### config.mk
export PLATFORM = sky130hd
export DESIGN_NAME = aar_delay
export DESIGN_NICKNAME = d
export VERILOG_FILES = /design/src/aar_pkg.sv /design/src/aar_delay.sv
export SDC_FILE = /design/constraint.sdc
export NUM_CORES = 1
export LEC_CHECK = 0
export ABC_AREA = 1
export BUFFER_PORTS_ARGS = -buffer_cell sky130_fd_sc_hd__buf_2
export CELL_PAD_IN_SITES_DETAIL_PLACEMENT = 1
export CELL_PAD_IN_SITES_GLOBAL_PLACEMENT = 1
export CORE_MARGIN = 1.5
export CORE_UTILIZATION = 50
export CTS_BUF_LIST = sky130_fd_sc_hd__clkbuf_8
export CTS_CLUSTER_DIAMETER = 30
export CTS_CLUSTER_SIZE = 12
export DETAILED_ROUTE_END_ITERATION = 8
export GPL_TIMING_DRIVEN = 0
export HOLD_SLACK_MARGIN = 0.1
export PLACE_DENSITY = 0.76
export SETUP_SLACK_MARGIN = 0.15
export SLEW_MARGIN = 20
export SYNTH_ARGS = -nofsm -noshare
export SYNTH_HDL_FRONTEND = slang
export SYNTH_SLANG_ARGS = --single-unit
### constraint.sdc
create_clock -name clk -period 0.8 [get_ports clk]
set_input_delay 0.12 -clock clk [delete_from_list [all_inputs] [get_ports clk]]
set_output_delay 0.12 -clock clk [all_outputs]
set_load 0.1 [all_outputs]
### src/aar_pkg.sv
package aar_pkg;

	localparam int TRIG_STEPS_DEF = 30;
	localparam int ROOT_STEPS_DEF = 32;
	localparam int DIV_STEPS = 32;
	localparam int MOD_STEPS = 14;

	localparam logic signed [31:0] ONE_Q30 = 32'sd1073741824;
	localparam logic signed [33:0] CORDIC_GAIN = 34'sd652032874;
	localparam logic [35:0] TWO_PI_Q32 = 36'd26986075409;
	localparam logic [35:0] PI_Q32 = 36'd13493037705;
	localparam logic [35:0] HALF_PI_Q32 = 36'd6746518852;

	function automatic int norm_latency(int rs);
		return rs + 6 + DIV_STEPS + 1;
	endfunction

	function automatic int trig_latency(int ts);
		return ts + MOD_STEPS + 3;
	endfunction

	localparam int MATRIX_LATENCY = 3;

	function automatic logic signed [36:0] atan_q32(logic [4:0] idx);
		logic signed [36:0] r;
		case (idx)
			5'd0: r = 37'sd3373259426;
			5'd1: r = 37'sd1991351318;
			5'd2: r = 37'sd1052175346;
			5'd3: r = 37'sd534100635;
			5'd4: r = 37'sd268086748;
			5'd5: r = 37'sd134174063;
			5'd6: r = 37'sd67103403;
			5'd7: r = 37'sd33553749;
			5'd8: r = 37'sd16777131;
			5'd9: r = 37'sd8388597;
			5'd10: r = 37'sd4194303;
			5'd11: r = 37'sd2097152;
			5'd12: r = 37'sd1048576;
			5'd13: r = 37'sd524288;
			5'd14: r = 37'sd262144;
			5'd15: r = 37'sd131072;
			5'd16: r = 37'sd65536;
			5'd17: r = 37'sd32768;
			5'd18: r = 37'sd16384;
			5'd19: r = 37'sd8192;
			5'd20: r = 37'sd4096;
			5'd21: r = 37'sd2048;
			5'd22: r = 37'sd1024;
			5'd23: r = 37'sd512;
			5'd24: r = 37'sd256;
			5'd25: r = 37'sd128;
			5'd26: r = 37'sd64;
			5'd27: r = 37'sd32;
			5'd28: r = 37'sd16;
			5'd29: r = 37'sd8;
			5'd30: r = 37'sd4;
			5'd31: r = 37'sd2;
			default: r = '0;
		endcase
		return r;
	endfunction

	// Q30 by Q30 product, rounded to nearest with ties upwards.
	function automatic logic signed [33:0] mul_q30(logic signed [63:0] p);
		logic signed [63:0] t;
		t = p + 64'sd536870912;
		return 34'(t >>> 30);
	endfunction

	function automatic logic signed [31:0] clamp_unit(logic signed [35:0] v);
		logic signed [31:0] r;
		if (v > 36'(ONE_Q30))
			r = ONE_Q30;
		else if (v < -36'(ONE_Q30))
			r = -ONE_Q30;
		else
			r = 32'(v);
		return r;
	endfunction

	// Left shift that brings the largest magnitude to bit 30 or above.
	function automatic logic [4:0] norm_shift(logic [31:0] v);
		logic [4:0] pos;
		pos = '0;
		for (int p = 0; p < 32; p++)
			if (v[p])
				pos = 5'(p);
		return (pos >= 5'd30) ? 5'd0 : 5'(5'd30 - pos);
	endfunction

endpackage

### src/aar_delay.sv
module aar_delay import aar_pkg::*; #(
	parameter int W = 64,
	parameter int DEPTH = 8
) (
	input  logic         clk,
	input  logic [W-1:0] d,
	output logic [W-1:0] q
);

	logic [W-1:0] tap_q [DEPTH];

	always_ff @(posedge clk) begin
		tap_q[0] <= d;
		for (int i = 1; i < DEPTH; i++)
			tap_q[i] <= tap_q[i-1];
	end

	assign q = tap_q[DEPTH-1];

endmodule

==> qor.csv, run 1 <==
metric,value,unit
status,"finished, violations left",
failing checks,setup timing,
"CTS clk-pin slew, worst paths",80,ps
grt ovf,0,
FMAX,0.752,GHz
max_cap viols,0,
unrepaired setup endpoints after global routing,true,
via density per instance,4.00,
Mapped Cells,576,
vias post-DR,4631,
Iteration-0 DRC Markers,171,
CORE AREA,0.0210,mm^2
"Req. time, crit path",680,ps
CTS Buffer Depth,3,
Largest regs,tap_q: 512 flops,
CP Capture Type,output pin,
die height,149,um
Gate power share,5.6,%
final net count,901,
post-detail-place hpwl,8.46,mm
drt wl/cell,19.1,um
sequential cell area,0.0103,mm^2
die area,0.0223,mm^2
CTS Sinks,512,
Pre-antenna DRT Iters,4,
Initial Util,51.0,%
Slew headroom,91.0,%
"Max stage delay cell, worst path",dfxtp_2,
vias in the first global route,5680,
min cycle time layout,1330,ps
"Setup violations, final",64,
CP Data Arrival Time,1210,ps
pin count of the biggest net entering global routing,13,
ANT cells,0,
Post-Synthesis Net Count,641,
power per cell area,3400,mW/mm^2
Largest Register,tap_q,
Post-Syn Area,0.0107,mm^2
Residual DRC,0,
Fin. Hold Viols,0,
Fin Clk Skew,30.8,ps
initial antenna violation count,0,
startpoint types,flip-flop,
Worst Slack Setup Final,-530,ps
Clock power frac,40.9,%
CP Class,flip-flop to output pin,
mean post-synth cell area,18.6,um^2
CTS tree,yes,
htree depth,3,
boundary pin count,129,
"commonest non-fill, non-tap cell in the layout",dfxtp_1,
crit-path max cell delay,360,ps
layout cells sized above 1,41.3,%
Die W,149,um
Sw Share,24.1,%
multi-input gate count,0,
CP Max Fanout,1,
Tot Pwr,51.2,mW
Hold WC Path Type,input pin to flip-flop,
Post-DRT Antenna Nets,0,
GRT Overall Usage,20.9,%
Yosys reg bits,512,
DRT Wirelength,22.2,mm
Yosys Warn Count,0,
"critical path, cell by cell","buf_6, buf_12",
port bufs,128,
Yosys cell types,2,
footprint of the multi-input gates,0,um^2
most frequent cells in the layout,"dfxtp_1 (448), clkbuf_8 (77)",
cts bufs inserted,66,
Layout area overhead,40.6,%
Pins Over Slew Limit,0,
Leak,6.57,nW
Int Power,38.9,mW
actual slew at the worst max-slew pin,134,ps
# fillers,1700,
max reg flops,512,
row count,53,
Sw Pwr,12.3,mW
Worst-Skew Late Latency,580,ps
first-pass GRT wire length,33.5,mm
"Seq/Total Area, Yosys",95.5,%
sequential fraction of design power,53.5,%
final core utilization,71.7,%
Final Cycle Share,166,%
routability cong.,0.665,
CTS root buf,clkbuf_8,
VDD IR-drop max,2.18,mV
## area by class of cell
type                    count  area share (%)
plain buffers              64            4.78
clock buffers              77            7.03
clock inverters            38            2.56
flip-flops and latches    512            68.5
well taps                 275            2.28
repair buffers            192            14.9
## through the flow
stage	hold slack, ps	TNS (ps)	std cells	cell area [um^2]	setup WS, ps
after floorplan	148	0	576	11000	163
after CTS	142	-32360	1158	15100	-540
final	180	-30920	1158	15100	-530
after global placement	222	-7580	979	12000	-136
after detailed placement	224	-8330	979	12000	-166
after global routing	137	-34510	1158	15100	-600
## critical path, delay by kind of cell (launching register included)
kind                   cells  cell delay [ps]
buffers and inverters      2              270
flip-flops                 1              360
## what timing repair did
item | CTS | global route
endpoints found under the hold margin | 64 | 0
endpoints found under the setup margin | 64 | 64
buffers inserted | 0 | 0
hold buffers | 64 | 0
gates resized for setup | 320 | 0
## cells by family after synthesis
| family | share of synthesized area [%] |
|---|---|
| buf+inv | 4.48 |
| flops | 95.5 |
## routing by layer
layer	vias up	part of all wire, %	global-route usage, %
met5	-	0	0
met4	0	2.7	9.16
met3	44	4.1	5.61
met2	135	56	39.7
met1	2217	37	21.2
li1	2235	-	-
## synthesized netlist by cell type
cell / number / area (um^2)
dfxtp_1: 512 / 10200
buf_4: 64 / 480
## power groups by stage
stage          clock network (mW)  logic, mW  registers (mW)
2_1_floorplan                   0       1.62            27.6
3_3_place_gp                    0       1.90            27.7
3_5_place_dp                    0       1.93            27.8
4_1_cts                      20.7       2.84            27.3
5_1_grt                      22.7       2.96            27.5
6_report                     20.9       2.89            27.4
## final timing paths
path	startpoint	end	slack, ps	cells after the start
setup reg to reg	tap_q[0][100]$_DFF_P_	tap_q[0][164]$_DFF_P_	340	0
hold reg to reg	tap_q[0][4]$_DFF_P_	tap_q[0][68]$_DFF_P_	300	0
setup / recovery	tap_q[1][220]$_DFF_P_	q[28]	-530	2
hold / removal	d[0]	tap_q[0][0]$_DFF_P_	180	2
No activity file was read; power rests on OpenSTA's default activity.
==> run 2, diff against run 1 <==
==> constraint.sdc (replaced) <==
create_clock -name clk -period 1.4 [get_ports clk]
set_input_delay 0.21 -clock clk [delete_from_list [all_inputs] [get_ports clk]]
set_output_delay 0.21 -clock clk [all_outputs]
set_load 0.1 [all_outputs]
==> run 2 against run 1 <==
- the flow still finishes with violations (setup timing)
- sequential cell count stayed put
- final cell count did not move
- sequential share of layout area fell by 0.22 points
- combinational power down 43%
- sequential power decreased by 43%
- die area is the same
- clock-buffer cell count shrank 1
- global-route usage decreased by 0.49 points
- core utilization rose by 0.23 points
- non-clock buffer count unchanged
- register-to-register slack improved by 580 ps
- critical path type unchanged
- critical endpoint is now q[14]
- largest power group unchanged
==> qor.csv, run 2 (same netlist as run 1, synthesis figures left out) <==
metric,value,unit
hold path cells,2,
drt wl/cell,18.8,um
footprint of the multi-input gates,0,um^2
CTS root buf,clkbuf_8,
Initial Util,51.0,%
Pre-antenna DRT Iters,4,
vias in the first global route,5771,
Post-Layout Cell Count,1158,
Die W,149,um
Layout area overhead,41.0,%
row count,53,
via density per instance,4.03,
Detail Route met3 WL,843,um
DR top layer,met4,
Largest regs,tap_q: 512 flops,
CP Class,flip-flop to output pin,
CP Capture Type,output pin,
die height,149,um
actual slew at the worst max-slew pin,148,ps
M1 WL,7.79,mm
Worst-Skew Late Latency,570,ps
CTS Sinks,512,
Placed Cells incl. Taps,979,
max_cap viols,0,
Slew headroom,90.1,%
"Req. time, crit path",1190,ps
status,"finished, violations left",
DRT Wirelength,21.8,mm
Fin Clk Skew,21.4,ps
final net count,903,
die area,0.0223,mm^2
routability cong.,0.676,
CORE AREA,0.0210,mm^2
FMAX,0.705,GHz
failing checks,setup timing,
crit path from,tap_q[1][206]$_DFF_P_,
first-pass GRT wire length,32.8,mm
Pins Over Slew Limit,0,
ANT cells,0,
GRT Overall Usage,20.4,%
Post-DRT Antenna Nets,0,
Iteration-0 DRC Markers,220,
cts bufs inserted,68,
Hold WC Path Type,input pin to flip-flop,
metal2 WL,12.5,mm
Worst Slack Setup Final,-19.3,ps
worst reg-to-reg setup slack,920,ps
Hold Crit Start,d[23],
fin area,0.0151,mm^2
CTS tree,yes,
Post-CTS Setup Repair Bufs,0,
hold worst-path end,tap_q[0][23]$_DFF_P_,
grt ovf,0,
min cycle time layout,1420,ps
"CTS clk-pin slew, worst paths",80,ps
"Setup violations, final",3,
Largest Register,tap_q,
Leak,6.58,nW
Final Cycle Share,101,%
CTS Buffer Depth,3,
r2r endpoint,tap_q[0][255]$_DFF_P_,
port bufs,128,
layout cells sized above 1,41.7,%
htree depth,3,
most frequent cells in the layout,"dfxtp_1 (448), clkbuf_8 (76)",
unrepaired setup endpoints after global routing,true,
VDD IR-drop max,1.71,mV
CP Max Fanout,1,
post-detail-place hpwl,8.14,mm
pin count of the biggest net entering global routing,13,
R2R Path Start,tap_q[0][191]$_DFF_P_,
CP Data Arrival Time,1210,ps
boundary pin count,129,
startpoint types,flip-flop,
"commonest non-fill, non-tap cell in the layout",dfxtp_1,
DP Area,0.0117,mm^2
multi-input gate count,0,
power per cell area,1960,mW/mm^2
vias post-DR,4667,
max reg flops,512,
Fin. Hold Viols,0,
r2r worst-path depth,0,
Residual DRC,0,
initial antenna violation count,0,
Total Neg Setup Slack,-35.8,ps
[run 2: cell count changes in the layout (fill, tap and decap cells not counted), sizes merged]
cell,delta
clkbuf,-1
bufinv,+2
inv,+1
clkinv,-2
[run 2: worst max-delay path by stage]
stage | end | slack, ps | cells past startpoint
finish | q[14] | -20 | 2
global placement | q[7] | 380 | 2
detailed placement | q[53] | 350 | 2
CTS | q[41] | -30 | 2
global route | q[57] | -70 | 2
floorplan | q[0] | 630 | 1
[run 2: layer usage]
metal	track usage, %	vias to the layer above
met5	0	-
met4	8.76	0
met1	20.0	2246
met3	5.46	45
li1	-	2239
met2	39.8	137
[run 2: worst max-delay path: stages, from the launching register on]
cell and delay (ps):
dfxtp_2 360, buf_6 110, buf_12 160
[run 2: stage by stage]
stage                     setup slack [ps]  utilization, %  hold slack (ps)  power, mW
after floorplan                        632               -              238       16.6
after global placement                 382            55.7              310       16.8
after detailed placement               350            55.7              313       16.9
after CTS                            -26.8            72.0              233       29.5
after global routing                 -66.1            72.0              238       30.8
final                                -19.3            72.0              275       29.7
[run 2: where the power goes]
group | internal, mW | switching [mW] | leakage, nW
registers | 15.4 | 0.284 | 4.32
clock network | 6.49 | 5.94 | 0.753
logic | 0.719 | 0.924 | 1.51
[run 2: repair_timing]
| action | 4_1_cts | 5_1_grt |
|---|---|---|
| endpoints found under the setup margin | 64 | 64 |
| resized for setup | 384 | 0 |
| endpoints found under the hold margin | 64 | 0 |
| hold buffers | 64 | 0 |
[run 2: final cells by class]
type | instances | area [um^2]
flip-flops and latches | 512 | 10300
fillers | 1688 | 5890
repair buffers | 192 | 2240
clock buffers | 76 | 1050
plain buffers | 64 | 721
clock inverters | 39 | 447
well taps | 275 | 344
==> run 3, diff against run 2 <==
--- a/config.mk
+++ b/config.mk
@@ -17,8 +17,9 @@
 export DETAILED_ROUTE_END_ITERATION = 8
 export GPL_TIMING_DRIVEN = 0
 export HOLD_SLACK_MARGIN = 0.1
-export PLACE_DENSITY = 0.76
+export PLACE_DENSITY = 0.82
 export SETUP_SLACK_MARGIN = 0.15
+export SKIP_CTS_REPAIR_TIMING = 1
 export SLEW_MARGIN = 20
 export SYNTH_ARGS = -nofsm -noshare
 export SYNTH_HDL_FRONTEND = slang
==> run 3 against run 2 <==
- total power shrank 2.4%
- register-to-register slack improved by 30 ps
- sequential power about the same
- setup slack gained 4.1 ps
- the run still ends with setup timing left
- via count decreased by 0.51%
- global-route usage shrank 7.2 points
==> qor.csv, run 3 (same netlist as run 1, synthesis figures left out) <==
metric,value,unit
CP Max Fanout,1,
Residual DRC,0,
CP Capture Type,output pin,
Slew headroom,92.0,%
actual slew at the worst max-slew pin,120,ps
most frequent cells in the layout,"dfxtp_1 (448), clkbuf_8 (80)",
FMAX,0.707,GHz
power per cell area,1920,mW/mm^2
post-detail-place hpwl,8.76,mm
GRT Overall Usage,13.3,%
fin area,0.0151,mm^2
Iteration-0 DRC Markers,145,
CTS Sinks,512,
multi-input gate count,0,
Pins Over Slew Limit,0,
CTS tree,yes,
status,"finished, violations left",
boundary pin count,129,
M1 GR Usage,12.3,%
hold worst-path end,tap_q[0][27]$_DFF_P_,
row count,53,
Initial Util,51.0,%
Largest Register,tap_q,
Post-DRT Antenna Nets,0,
Worst-Skew Late Latency,560,ps
Fin Clk Skew,24.3,ps
"CTS clk-pin slew, worst paths",90,ps
crit-path max cell delay,330,ps
hold slack,296,ps
Placed Cells incl. Taps,979,
"commonest non-fill, non-tap cell in the layout",dfxtp_1,
Worst Slack Setup Final,-15.2,ps
footprint of the multi-input gates,0,um^2
Hold WC Path Type,input pin to flip-flop,
initial antenna violation count,0,
min cycle time layout,1420,ps
r2r worst-path depth,0,
VDD IR-drop max,1.04,mV
via density per instance,3.99,
pin count of the biggest net entering global routing,13,
die area,0.0223,mm^2
Die W,149,um
grt ovf,0,
DP Area,0.0117,mm^2
GR Util met2,24.7,%
CTS Buffer Depth,3,
die height,149,um
startpoint types,flip-flop,
unrepaired setup endpoints after global routing,true,
cts bufs inserted,67,
GR Util met3,4.73,%
Tot Pwr,29.0,mW
Layout area overhead,40.5,%
ANT cells,0,
Pre-antenna DRT Iters,3,
layout cells sized above 1,41.1,%
"Req. time, crit path",1190,ps
first-pass GRT wire length,22.2,mm
port bufs,128,
routability cong.,0.667,
"Max stage delay cell, worst path",dfxtp_2,
CP Class,flip-flop to output pin,
CP Data Arrival Time,1210,ps
DRT Wirelength,21.2,mm
worst reg-to-reg setup slack,950,ps
drt wl/cell,18.2,um
CORE AREA,0.0210,mm^2
htree depth,3,
"critical path, cell by cell","buf_6, buf_12",
Fin. Hold Viols,0,
vias post-DR,4643,
Leak,6.59,nW
Hold Crit Start,d[27],
final net count,902,
Final Cycle Share,101,%
max reg flops,512,
hold path cells,2,
vias in the first global route,4678,
r2r endpoint,tap_q[1][103]$_DFF_P_,
busiest grt layer,met2,
R2R Path Start,tap_q[1][39]$_DFF_P_,
Post-Layout Cell Count,1163,
# fillers,1707,
"Setup violations, final",1,
Largest regs,tap_q: 512 flops,
max_cap viols,0,
CTS root buf,clkbuf_8,
failing checks,setup timing,
-- run 3: changes by cell type in the layout (fill, tap and decap cells not counted) --
cell / delta
clkbuf_8: +4
inv_6: -8
clkinv_2: +4
inv_1: +8
clkinv_4: -1
inv_8: +1
bufinv_16: -3
-- run 3: how the worst max path moves through the flow --
| stage | from | endpoint | slack [ps] | cells past startpoint |
|---|---|---|---|---|
| after global placement | tap_q[1][224]$_DFF_P_ | q[32] | 390 | 2 |
| after CTS | tap_q[1][245]$_DFF_P_ | q[53] | -260 | 2 |
| final | tap_q[1][219]$_DFF_P_ | q[27] | -20 | 2 |
| after detailed placement | tap_q[1][221]$_DFF_P_ | q[29] | 360 | 2 |
| after global routing | tap_q[1][219]$_DFF_P_ | q[27] | -60 | 2 |
| after floorplan | tap_q[1][192]$_DFF_P_ | q[0] | 630 | 1 |
-- run 3: layout make-up --
type                    count  area (um^2)  area share, %
plain buffers              64          721           4.78
clock buffers              80         1100           7.30
clock inverters            40          339           2.25
flip-flops and latches    512        10300           68.5
well taps                 275          344           2.28
repair buffers            192         2240           14.9
-- run 3: power by group --
part	internal, mW	switching [mW]	leakage, nW
clock network	6.09	5.62	0.763
logic	0.719	0.927	1.51
registers	15.4	0.276	4.32
total	22.2	6.83	6.59
-- run 3: routing by layer --
metal  routed length [um]  part of all wire, %  vias up
li1                     -                    -     2241
met1                 7150                   34     2234
met2                12600                   59      134
met3                  965                  4.6       34
met4                  479                  2.3        0
met5                    0                    0        -
-- run 3: through the flow --
step | utilization [%] | setup TNS, ps | worst slack (ps)
6_report | 71.7 | -15.2 | -15.2
4_1_cts | 62.6 | -14750 | -265
3_5_place_dp | 55.7 | 0 | 359
3_3_place_gp | 55.7 | 0 | 385
5_1_grt | 71.7 | -547 | -63.4
2_1_floorplan | - | 0 | 632
-- run 3: critical path, delay by kind of cell, from the launching register on --
kind | cells | cell delay [ps]
flops | 1 | 330
buf+inv | 2 | 300
